===== config.mk =====
export PLATFORM = sky130hd
export DESIGN_NAME = stack_with_middle_delete_core
export DESIGN_NICKNAME = d
export VERILOG_FILES = /design/src/rtl/swmd_pkg.sv /design/src/rtl/swmd_ctrl.sv /design/src/rtl/swmd_datapath.sv /design/src/rtl/stack_with_middle_delete_core.sv
export SDC_FILE = /design/constraint.sdc
export NUM_CORES = 2
export LEC_CHECK = 0
export BUFFER_PORTS_ARGS = -buffer_cell sky130_fd_sc_hd__buf_2
export CAP_MARGIN = 20
export CELL_PAD_IN_SITES_DETAIL_PLACEMENT = 2
export CELL_PAD_IN_SITES_GLOBAL_PLACEMENT = 2
export CORE_MARGIN = 1.5
export CORE_UTILIZATION = 50
export CTS_CLUSTER_DIAMETER = 150
export DETAILED_ROUTE_END_ITERATION = 6
export GPL_ROUTABILITY_DRIVEN = 0
export PLACE_DENSITY = 0.93
export SYNTH_ARGS = -nofsm -noshare
export SYNTH_HDL_FRONTEND = slang
export SYNTH_HIERARCHICAL = 1
export SYNTH_SLANG_ARGS = --single-unit

===== constraint.sdc =====
create_clock -name clk -period 11.6 [get_ports clk]
set_clock_uncertainty 0.15 [all_clocks]
set_input_delay 2.9 -clock clk [delete_from_list [all_inputs] [get_ports clk]]
set_output_delay 2.9 -clock clk [all_outputs]
set_load 0.005 [all_outputs]

===== src/rtl/swmd_pkg.sv =====
// Shared types and constants for the stack with middle deletion.
// Used by swmd_ctrl, swmd_datapath and stack_with_middle_delete_core; no dependencies.
`timescale 1ns / 1ps

package swmd_pkg;

    localparam int DEPTH     = 64;
    localparam int ADDR_W    = $clog2(DEPTH);
    localparam int CNT_W     = $clog2(DEPTH + 1);
    localparam int WORD_W    = 32;
    localparam int ENTRY_W   = 7;
    localparam int FUNC_W    = 2;
    localparam int STATUS_W  = 2;

    typedef logic signed [WORD_W-1:0] word_t;

    localparam logic [FUNC_W-1:0] FUNC_PUSH    = 2'd0;
    localparam logic [FUNC_W-1:0] FUNC_POP     = 2'd1;
    localparam logic [FUNC_W-1:0] FUNC_DEL_MID = 2'd2;

    localparam logic [STATUS_W-1:0] ST_OK    = 2'd0;
    localparam logic [STATUS_W-1:0] ST_UNDER = 2'd1;
    localparam logic [STATUS_W-1:0] ST_OVER  = 2'd2;

    typedef enum logic [3:0] {
        S_IDLE,
        S_PUSH_WR,
        S_POP_RD,
        S_POP_CAP,
        S_DEL_RD,
        S_DEL_CAP,
        S_SHIFT_RD,
        S_SHIFT_WR,
        S_DEL_DEC,
        S_VIEW,
        S_TOP_CAP,
        S_MID_CAP,
        S_DONE
    } state_t;

    typedef enum logic [3:0] {
        CMD_NONE,
        CMD_LOAD,
        CMD_PUSH_WR,
        CMD_RD_TOP,
        CMD_RD_MID,
        CMD_CAP_POP,
        CMD_CAP_DEL,
        CMD_SHIFT_RD,
        CMD_SHIFT_WR,
        CMD_DEC,
        CMD_VIEW_ZERO,
        CMD_CAP_TOP,
        CMD_CAP_MID
    } dp_cmd_t;

    typedef struct packed {
        dp_cmd_t cmd;
    } ctl_t;

    typedef struct packed {
        logic empty;
        logic full;
        logic mid_has_above;
        logic shift_more;
    } sts_t;

endpackage


===== src/rtl/swmd_ctrl.sv =====
// Sequencing state machine for the stack with middle deletion.
// Depends on swmd_pkg; drives the datapath through swmd_pkg::ctl_t.
`timescale 1ns / 1ps

module swmd_ctrl (
    input  logic                          clk,
    input  logic                          rst_n,
    input  logic                          start,
    input  logic [swmd_pkg::FUNC_W-1:0]   func,
    input  swmd_pkg::sts_t                sts,
    output swmd_pkg::ctl_t                ctl,
    output logic                          busy,
    output logic                          done
);

    swmd_pkg::state_t state_reg;
    swmd_pkg::state_t state_next;

    always_ff @(posedge clk or negedge rst_n)
    begin
        if (!rst_n)
        begin
            state_reg <= swmd_pkg::S_IDLE;
        end
        else
        begin
            state_reg <= state_next;
        end
    end

    always_comb
    begin
        state_next = state_reg;
        case (state_reg)
            swmd_pkg::S_IDLE:
            begin
                if (start)
                begin
                    // Error cases and the unused code go straight to the view readout.
                    if (func == swmd_pkg::FUNC_PUSH && !sts.full)
                    begin
                        state_next = swmd_pkg::S_PUSH_WR;
                    end
                    else if (func == swmd_pkg::FUNC_POP && !sts.empty)
                    begin
                        state_next = swmd_pkg::S_POP_RD;
                    end
                    else if (func == swmd_pkg::FUNC_DEL_MID && !sts.empty)
                    begin
                        state_next = swmd_pkg::S_DEL_RD;
                    end
                    else
                    begin
                        state_next = swmd_pkg::S_VIEW;
                    end
                end
            end
            swmd_pkg::S_PUSH_WR:  state_next = swmd_pkg::S_VIEW;
            swmd_pkg::S_POP_RD:   state_next = swmd_pkg::S_POP_CAP;
            swmd_pkg::S_POP_CAP:  state_next = swmd_pkg::S_VIEW;
            swmd_pkg::S_DEL_RD:   state_next = swmd_pkg::S_DEL_CAP;
            swmd_pkg::S_DEL_CAP:
            begin
                state_next = sts.mid_has_above ? swmd_pkg::S_SHIFT_RD : swmd_pkg::S_DEL_DEC;
            end
            swmd_pkg::S_SHIFT_RD: state_next = swmd_pkg::S_SHIFT_WR;
            swmd_pkg::S_SHIFT_WR:
            begin
                state_next = sts.shift_more ? swmd_pkg::S_SHIFT_RD : swmd_pkg::S_DEL_DEC;
            end
            swmd_pkg::S_DEL_DEC:  state_next = swmd_pkg::S_VIEW;
            swmd_pkg::S_VIEW:
            begin
                state_next = sts.empty ? swmd_pkg::S_DONE : swmd_pkg::S_TOP_CAP;
            end
            swmd_pkg::S_TOP_CAP:  state_next = swmd_pkg::S_MID_CAP;
            swmd_pkg::S_MID_CAP:  state_next = swmd_pkg::S_DONE;
            swmd_pkg::S_DONE:     state_next = swmd_pkg::S_IDLE;
            default:              state_next = swmd_pkg::S_IDLE;
        endcase
    end

    always_comb
    begin
        ctl.cmd = swmd_pkg::CMD_NONE;
        busy    = 1'b1;
        done    = 1'b0;
        case (state_reg)
            swmd_pkg::S_IDLE:
            begin
                busy = 1'b0;
                if (start)
                begin
                    ctl.cmd = swmd_pkg::CMD_LOAD;
                end
            end
            swmd_pkg::S_PUSH_WR:  ctl.cmd = swmd_pkg::CMD_PUSH_WR;
            swmd_pkg::S_POP_RD:   ctl.cmd = swmd_pkg::CMD_RD_TOP;
            swmd_pkg::S_POP_CAP:  ctl.cmd = swmd_pkg::CMD_CAP_POP;
            swmd_pkg::S_DEL_RD:   ctl.cmd = swmd_pkg::CMD_RD_MID;
            swmd_pkg::S_DEL_CAP:  ctl.cmd = swmd_pkg::CMD_CAP_DEL;
            swmd_pkg::S_SHIFT_RD: ctl.cmd = swmd_pkg::CMD_SHIFT_RD;
            swmd_pkg::S_SHIFT_WR: ctl.cmd = swmd_pkg::CMD_SHIFT_WR;
            swmd_pkg::S_DEL_DEC:  ctl.cmd = swmd_pkg::CMD_DEC;
            swmd_pkg::S_VIEW:
            begin
                ctl.cmd = sts.empty ? swmd_pkg::CMD_VIEW_ZERO : swmd_pkg::CMD_RD_TOP;
            end
            swmd_pkg::S_TOP_CAP:  ctl.cmd = swmd_pkg::CMD_CAP_TOP;
            swmd_pkg::S_MID_CAP:  ctl.cmd = swmd_pkg::CMD_CAP_MID;
            swmd_pkg::S_DONE:     done    = 1'b1;
            default:              ctl.cmd = swmd_pkg::CMD_NONE;
        endcase
    end

endmodule


===== src/rtl/swmd_datapath.sv =====
// Word store, count and result registers for the stack with middle deletion.
// Depends on swmd_pkg; obeys commands from swmd_ctrl and reports status flags.
`timescale 1ns / 1ps

module swmd_datapath (
    input  logic                            clk,
    input  logic                            rst_n,
    input  swmd_pkg::ctl_t                  ctl,
    input  logic [swmd_pkg::FUNC_W-1:0]     func,
    input  swmd_pkg::word_t                 push_value,
    output swmd_pkg::sts_t                  sts,
    output swmd_pkg::word_t                 removed_value,
    output swmd_pkg::word_t                 top_value,
    output swmd_pkg::word_t                 middle_value,
    output logic [swmd_pkg::ENTRY_W-1:0]    entry_count,
    output logic [swmd_pkg::STATUS_W-1:0]   status
);

    swmd_pkg::word_t mem [swmd_pkg::DEPTH];

    logic [swmd_pkg::CNT_W-1:0]    cnt_reg;
    logic [swmd_pkg::CNT_W-1:0]    cnt_next;
    logic [swmd_pkg::ADDR_W-1:0]   idx_reg;
    logic [swmd_pkg::STATUS_W-1:0] status_reg;
    swmd_pkg::word_t               value_reg;
    swmd_pkg::word_t               removed_reg;
    swmd_pkg::word_t               top_reg;
    swmd_pkg::word_t               mid_reg;
    swmd_pkg::word_t               rdata_reg;

    logic [swmd_pkg::CNT_W-1:0]    cnt_m1;
    logic [swmd_pkg::ADDR_W-1:0]   top_addr;
    logic [swmd_pkg::ADDR_W-1:0]   mid_addr;
    logic [swmd_pkg::ADDR_W-1:0]   raddr;
    logic                          re;
    logic [swmd_pkg::ADDR_W-1:0]   waddr;
    swmd_pkg::word_t               wdata;
    logic                          we;

    // The middle sits at (n-1)/2 counting from zero.
    assign cnt_m1   = cnt_reg - swmd_pkg::CNT_W'(1);
    assign top_addr = cnt_m1[swmd_pkg::ADDR_W-1:0];
    assign mid_addr = cnt_m1[swmd_pkg::ADDR_W:1];

    assign sts.empty         = (cnt_reg == '0);
    assign sts.full          = (cnt_reg == swmd_pkg::CNT_W'(swmd_pkg::DEPTH));
    assign sts.mid_has_above = (swmd_pkg::CNT_W'(mid_addr) + swmd_pkg::CNT_W'(1)) < cnt_reg;
    assign sts.shift_more    = (swmd_pkg::CNT_W'(idx_reg) + swmd_pkg::CNT_W'(2)) < cnt_reg;

    always_comb
    begin
        re    = 1'b0;
        raddr = top_addr;
        we    = 1'b0;
        waddr = top_addr;
        wdata = rdata_reg;
        case (ctl.cmd)
            swmd_pkg::CMD_RD_TOP:
            begin
                re    = 1'b1;
                raddr = top_addr;
            end
            swmd_pkg::CMD_RD_MID,
            swmd_pkg::CMD_CAP_TOP:
            begin
                re    = 1'b1;
                raddr = mid_addr;
            end
            swmd_pkg::CMD_SHIFT_RD:
            begin
                re    = 1'b1;
                raddr = idx_reg + swmd_pkg::ADDR_W'(1);
            end
            swmd_pkg::CMD_PUSH_WR:
            begin
                we    = 1'b1;
                waddr = cnt_reg[swmd_pkg::ADDR_W-1:0];
                wdata = value_reg;
            end
            swmd_pkg::CMD_SHIFT_WR:
            begin
                we    = 1'b1;
                waddr = idx_reg;
                wdata = rdata_reg;
            end
            default:
            begin
                re = 1'b0;
            end
        endcase
    end

    always_ff @(posedge clk)
    begin
        if (we)
        begin
            mem[waddr] <= wdata;
        end
        if (re)
        begin
            rdata_reg <= mem[raddr];
        end
    end

    always_comb
    begin
        cnt_next = cnt_reg;
        case (ctl.cmd)
            swmd_pkg::CMD_PUSH_WR: cnt_next = cnt_reg + swmd_pkg::CNT_W'(1);
            swmd_pkg::CMD_CAP_POP,
            swmd_pkg::CMD_DEC:     cnt_next = cnt_m1;
            default:               cnt_next = cnt_reg;
        endcase
    end

    always_ff @(posedge clk or negedge rst_n)
    begin
        if (!rst_n)
        begin
            cnt_reg    <= '0;
            status_reg <= swmd_pkg::ST_OK;
        end
        else
        begin
            cnt_reg <= cnt_next;
            if (ctl.cmd == swmd_pkg::CMD_LOAD)
            begin
                if (func == swmd_pkg::FUNC_PUSH && sts.full)
                begin
                    status_reg <= swmd_pkg::ST_OVER;
                end
                else if ((func == swmd_pkg::FUNC_POP || func == swmd_pkg::FUNC_DEL_MID)
                         && sts.empty)
                begin
                    status_reg <= swmd_pkg::ST_UNDER;
                end
                else
                begin
                    status_reg <= swmd_pkg::ST_OK;
                end
            end
        end
    end

    always_ff @(posedge clk)
    begin
        case (ctl.cmd)
            swmd_pkg::CMD_LOAD:
            begin
                value_reg   <= push_value;
                removed_reg <= '0;
            end
            swmd_pkg::CMD_CAP_POP:
            begin
                removed_reg <= rdata_reg;
            end
            swmd_pkg::CMD_CAP_DEL:
            begin
                removed_reg <= rdata_reg;
                idx_reg     <= mid_addr;
            end
            swmd_pkg::CMD_SHIFT_WR:
            begin
                idx_reg <= idx_reg + swmd_pkg::ADDR_W'(1);
            end
            swmd_pkg::CMD_VIEW_ZERO:
            begin
                top_reg <= '0;
                mid_reg <= '0;
            end
            swmd_pkg::CMD_CAP_TOP:
            begin
                top_reg <= rdata_reg;
            end
            swmd_pkg::CMD_CAP_MID:
            begin
                mid_reg <= rdata_reg;
            end
            default:
            begin
                value_reg <= value_reg;
            end
        endcase
    end

    assign removed_value = removed_reg;
    assign top_value     = top_reg;
    assign middle_value  = mid_reg;
    assign entry_count   = swmd_pkg::ENTRY_W'(cnt_reg);
    assign status        = status_reg;

    a_push_inc: assert property (@(posedge clk) disable iff (!rst_n)
        ctl.cmd == swmd_pkg::CMD_PUSH_WR |=> cnt_reg == $past(cnt_reg) + swmd_pkg::CNT_W'(1))
        else $error("push did not raise the count by one");

    a_dec: assert property (@(posedge clk) disable iff (!rst_n)
        (ctl.cmd == swmd_pkg::CMD_DEC || ctl.cmd == swmd_pkg::CMD_CAP_POP)
        |=> cnt_reg == $past(cnt_reg) - swmd_pkg::CNT_W'(1))
        else $error("removal did not lower the count by one");

    a_shift_in_range: assert property (@(posedge clk) disable iff (!rst_n)
        ctl.cmd == swmd_pkg::CMD_SHIFT_RD
        |-> (swmd_pkg::CNT_W'(idx_reg) + swmd_pkg::CNT_W'(1)) < cnt_reg)
        else $error("shift read beyond the stored words");

    a_overflow: assert property (@(posedge clk) disable iff (!rst_n)
        (ctl.cmd == swmd_pkg::CMD_LOAD && func == swmd_pkg::FUNC_PUSH && sts.full)
        |=> status_reg == swmd_pkg::ST_OVER && $stable(cnt_reg))
        else $error("push on a full store not flagged as overflow");

endmodule


===== src/rtl/stack_with_middle_delete_core.sv =====
// Top level of the bounded stack with pop and middle deletion.
// Depends on swmd_pkg, swmd_ctrl and swmd_datapath.
//
//   Channel   Handshake           Fields
//   --------  ------------------  ----------------------------------------------
//   command   start & !busy       func, push_value
//   result    done (one cycle)    removed_value, top_value, middle_value,
//                                 entry_count, status
//
// A command runs through one word store with registered reads, one access a cycle.
// A push writes its word and a pop captures the top word. Middle deletion captures the
// middle word and moves the floor(n/2) words above it down, a read and a write for each.
// Every command ends by capturing the new top and middle words, or zeros when empty.
// busy stays high until the done cycle has passed; the receiver cannot stall.
// Reset clears the count and the sequencer; the store itself is not cleared.
`timescale 1ns / 1ps

module stack_with_middle_delete_core (
    input  logic                            clk,
    input  logic                            rst_n,
    input  logic                            start,
    input  logic [swmd_pkg::FUNC_W-1:0]     func,
    input  logic signed [31:0]              push_value,
    output logic                            busy,
    output logic                            done,
    output logic signed [31:0]              removed_value,
    output logic signed [31:0]              top_value,
    output logic signed [31:0]              middle_value,
    output logic [swmd_pkg::ENTRY_W-1:0]    entry_count,
    output logic [swmd_pkg::STATUS_W-1:0]   status
);

    swmd_pkg::ctl_t ctl;
    swmd_pkg::sts_t sts;

    swmd_ctrl u_ctrl (
        .clk   (clk),
        .rst_n (rst_n),
        .start (start),
        .func  (func),
        .sts   (sts),
        .ctl   (ctl),
        .busy  (busy),
        .done  (done)
    );

    swmd_datapath u_dp (
        .clk           (clk),
        .rst_n         (rst_n),
        .ctl           (ctl),
        .func          (func),
        .push_value    (push_value),
        .sts           (sts),
        .removed_value (removed_value),
        .top_value     (top_value),
        .middle_value  (middle_value),
        .entry_count   (entry_count),
        .status        (status)
    );

endmodule


==> impl_metrics.py, run 1 <==
metrics = {
    "synth": {
        "post_synth_inst_count": 5954,
        "avgSynthCellArea_um2": 14.8,
        "synth_edf_count": 2214,
        "netlist-cell-type-count": 93,
        "yosysSeqAreaShare_pct": 75.8,
        "yosys_register_bits": 2227,
        "syn-cell-area_um2": 88200,
        "ys.flop_type": "edfxtp_1",
        "async_flop_share_pct": 0.584,
        "synth_fp_nets": 6010,
        "ys_warn_count": 6,
    },
    "floorplanning": {
        "core.rowCount": 153,
        "pin_count": 144,
        "die_x_um": 423,
        "initial_core_util_pct": 50.5,
        "die_y_um": 423,
    },
    "placement": {
        "io_buffers": 143,
        "dp_hpwl_um": 286000,
    },
    "outcome": {
        "error": "[ERROR DPL-0033] detailed placement checks failed during check placement.",
        "haltStage": "3_5_place_dp",
        "status": "aborted with a tool error",
    },
}
[cells by family after synthesis]
kind of cell    share of synthesized area [%]
flops                                    75.8
buf+inv                                  2.14
compound gates                           5.32
fa+ha+maj                               0.270
xor+xnor                                0.244
simple gates                             10.6
mux                                      5.70
[stage by stage]
step                    instance area (um2)  hold WS (ns)  std cells  worst slack [ns]
after global placement                92200         0.297       8245              2.30
after floorplan                       88200         0.311       5954              4.54
[Yosys cell counts, types with 13 or more instances]
cell,number,area share (%)
edfxtp_1,2214,75
nand2_1,1224,5.2
mux2i_1,482,5.5
nand3_1,457,2.6
a21oi_1,238,1.4
buf_2,156,0.89
o22ai_1,140,0.99
nor2_1,113,0.48
clkbuf_1,111,0.47
and2_1,99,0.70
a31oi_1,57,0.40
nor3_1,56,0.32
a32oi_1,42,0.42
buf_4,42,0.36
o21ai_0,34,0.19
buf_1,29,0.12
inv_1,25,0.11
nor4_1,25,0.18
or3_1,24,0.17
a22oi_1,22,0.19
a211oi_1,21,0.18
ha_1,19,0.27
mux2_2,16,0.20
o211ai_1,16,0.14
and3_1,15,0.11
buf_6,15,0.19
or4_1,15,0.13
nand2b_1,14,0.099
o32ai_1,14,0.14
xnor2_1,14,0.14
a221oi_1,13,0.13
dfrtp_1,13,0.37
==> run 2, diff against run 1 <==
Settings changed: CELL_PAD_IN_SITES_DETAIL_PLACEMENT 2 to unset, CELL_PAD_IN_SITES_GLOBAL_PLACEMENT 2 to unset, CORE_UTILIZATION 50 to 40, CTS_CLUSTER_DIAMETER 150 to unset, PLACE_DENSITY 0.93 to unset, PLACE_DENSITY_LB_ADDON set to 0.15.
==> run 2 against run 1 <==
Compared with the run above:
- the run now ends clean
- synthesized cell count is the same
- synthesized area is the same
==> impl_metrics.py, run 2 <==
metrics = {
    "synth": {
        "yosysSeqAreaShare_pct": 75.8,
        "netlist-cell-type-count": 93,
        "async_flop_share_pct": 0.584,
        "yosysTopAreaCell": "edfxtp_1",
        "synth_top_area_share_pct": 75.4,
        "synth.most_common_cell": "edfxtp_1",
        "yosys.area_share.adder_pct": 0.270,
        "ys.flop_type": "edfxtp_1",
        "yosys-top-cells-area": "edfxtp_1 75%, mux2i_1 5.5%, nand2_1 5.2%",
        "synth_edf_count": 2214,
        "yosys.area_share.xor_xnor_pct": 0.244,
        "ys_warn_count": 6,
        "avgSynthCellArea_um2": 14.8,
        "post_synth_inst_count": 5954,
        "yosys-mux-area-fraction_pct": 5.70,
        "synth_top_family_by_area": "simple AND/OR/NAND/NOR gates",
        "yosys_register_bits": 2227,
        "ys_top_cells_by_count": "2214 x edfxtp_1, 1224 x nand2_1, 482 x mux2i_1",
        "synth_compound_area_share_pct": 5.32,
        "syn-cell-area_um2": 88200,
        "synthSimpleGateAreaFrac_pct": 10.6,
        "synth_fp_nets": 6010,
    },
    "setup_path": {
        "worstRegToRegCells": 16,
        "r2r_slack_ns": 4.27,
        "cpMaxStageDelayCell": "buf_4",
        "worstPathRequired_ns": 12.05,
        "startpoint_type": "input pin",
        "path_common_cell": "buf_4",
        "r2r-start": "u_dp/entry_count[2]",
        "crit_arrival_ns": 8.37,
        "end_kind": "flip-flop",
        "r2r-end": "u_dp/rdata_reg[15]",
        "critPathMaxFanout": 62,
        "critical_path_class": "input pin to flip-flop",
        "path_cells": "buf_2 -> o2bb2ai_1 -> a21oi_1 -> o32ai_2 -> buf_4 -> and4b_1 -> nor4_2 -> or3_4 -> buf_4 -> buf_4 -> mux2i_1 -> o22ai_1 -> nor4_1 -> o32ai_1 -> or3_1",
        "cp_num_buf_inv": 4,
        "slowest_delay_ns": 0.84,
        "critical_path.top_delay_family": "simple AND/OR/NAND/NOR gates",
    },
    "floorplanning": {
        "die_y_um": 473,
        "die_x_um": 473,
        "initial_core_util_pct": 40.2,
        "pin_count": 144,
        "core.rowCount": 172,
        "die_area_um2": 223000,
        "core-area_um2": 220000,
    },
    "detailed_routing": {
        "routed_via_density": 5.88,
        "drc_errors": 0,
        "routed_wl_um": 293000,
        "drtAntennaViolNets": 0,
        "drtIter0Drc": 6906,
        "dr_total_vias": 54300,
        "drt_pass1_iterations": 6,
        "post_drt_wl_per_cell_um": 31.7,
    },
    "layout": {
        "fillCellCount": 19200,
        "largest_reg_flops": 2048,
        "drive_gt1_share_pct": 13.0,
        "layout_common_cells": "2214 x edfxtp_1, 1187 x nand2_1, 482 x mux2i_1, 457 x nand3_1, 238 x a21oi_1",
        "fin_cells": 9242,
        "final_util_pct": 45.7,
        "final_common_cell": "edfxtp_1",
        "fin_nets": 6240,
        "regMostFlops": "u_dp/mem",
        "area_growth_pct": 13.7,
    },
    "sta": {
        "finalHoldViolCount": 0,
        "post-route-period-util_pct": 68.3,
        "fmaxAchievable_mhz": 126,
        "rsz0062_at_grt": "no",
        "relSlewSlack_pct": 19.6,
        "tightestPinTransition_ns": 1.20,
        "setup_viol": 0,
        "finalSetupTns_ns": 0,
        "min_period_ns": 7.92,
        "final_max_slew_viol_count": 0,
    },
    "global_routing": {
        "grt_overflow_total": 0,
        "grt_max_degree": 143,
        "first_global_vias": 50900,
        "antenna_found_initial": 18,
        "grt.total_usage_pct": 25.8,
        "grt_pass1_wl_um": 408000,
    },
    "clock_network": {
        "clkLatencyLatePin_ns": 0.87,
        "ctsResizeCount": 0,
        "max-clock-path-buffers": 3,
        "cts_tree": "done",
        "cts_hold_buf": 0,
        "cts_root_buffer": "clkbuf_16",
        "numCtsBuffers": 226,
        "cts.reportedPaths.clkPinSlew_ns": 0.06,
        "cts_setup_buffers": 0,
        "ctsHtreeMaxLevel": 4,
        "cts_num_sinks": 2227,
    },
    "worst_hold_path": {
        "hp-class": "flip-flop to flip-flop",
        "min_to": "u_dp/status[0]",
        "min_from": "u_dp/status[0]",
        "hold_depth": 2,
    },
    "run": {
        "drv_cap": 0,
    },
    "outcome": {
        "status": "complete, no violations",
    },
    "placement": {
        "io_buffers": 143,
        "dp_cells": 8823,
        "dp_hpwl_um": 167000,
    },
}
run 2: cell counts after synthesis:
Identical to the previous run, type by type.
run 2: area by class of cell:
cell class	instances	area (um2)	area share, %
inverter	25	93.8	0.0936
sequential	2227	66800	66.6
clock buffer	294	6040	6.02
antenna	6	15.0	0.0150
tap	2871	3590	3.58
multi-input combinational	3349	20200	20.2
timing repair buffer	355	2590	2.58
clock inverter	115	862	0.860
run 2: worst min-delay path: cells and delay by family, from the launching register on:
kind	cells	cell delay [ns]
flops	1	0.34
simple gates	2	0.10
run 2: per-stage QoR:
| stage | instance area [um2] | hold WS (ns) | setup slack, ns |
|---|---|---|---|
| 2_1_floorplan | 88200 | 0.311 | 4.54 |
| 3_3_place_gp | 93200 | 0.318 | 2.00 |
| 3_5_place_dp | 93300 | 0.316 | 2.55 |
| 4_1_cts | 100000 | 0.329 | 3.46 |
| 5_1_grt | 100000 | 0.361 | 3.56 |
| 6_report | 100000 | 0.318 | 3.68 |
run 2: worst max path at each step:
| stage | from | to | cells after the start |
|---|---|---|---|
| 2_1_floorplan | start | u_dp/mem[9][0] | 13 |
| 3_3_place_gp | start | u_dp/rdata_reg[30] | 14 |
| 3_5_place_dp | start | u_dp/rdata_reg[15] | 15 |
| 4_1_cts | start | u_dp/rdata_reg[15] | 15 |
| 5_1_grt | start | u_dp/rdata_reg[15] | 15 |
| 6_report | start | u_dp/rdata_reg[15] | 15 |
run 2: logic make-up (layout without fill, tap and decap cells):
kind of cell             Yosys count  after routing
flip-flops                      2227           2227
XOR/XNOR                          22             22
other                              0              6
AND/OR/NAND/NOR                 2098           2098
multiplexers                     500            500
AO/OA/AOI/OAI                    710            710
adder cells (fa/ha/maj)           19             19
buffers and inverters            378            789
run 2: metal layers:
layer	track usage, %	share of wire, %	vias to the layer above
li1	-	-	23000
met1	36.9	42	28300
met2	40.9	47	2643
met3	4.40	8.5	416
met4	6.49	2.3	10
met5	0	0.021	-
Power of run 2 is not shown: default switching activity piles up to over one toggle a cycle in this logic, so the estimate is an artifact.
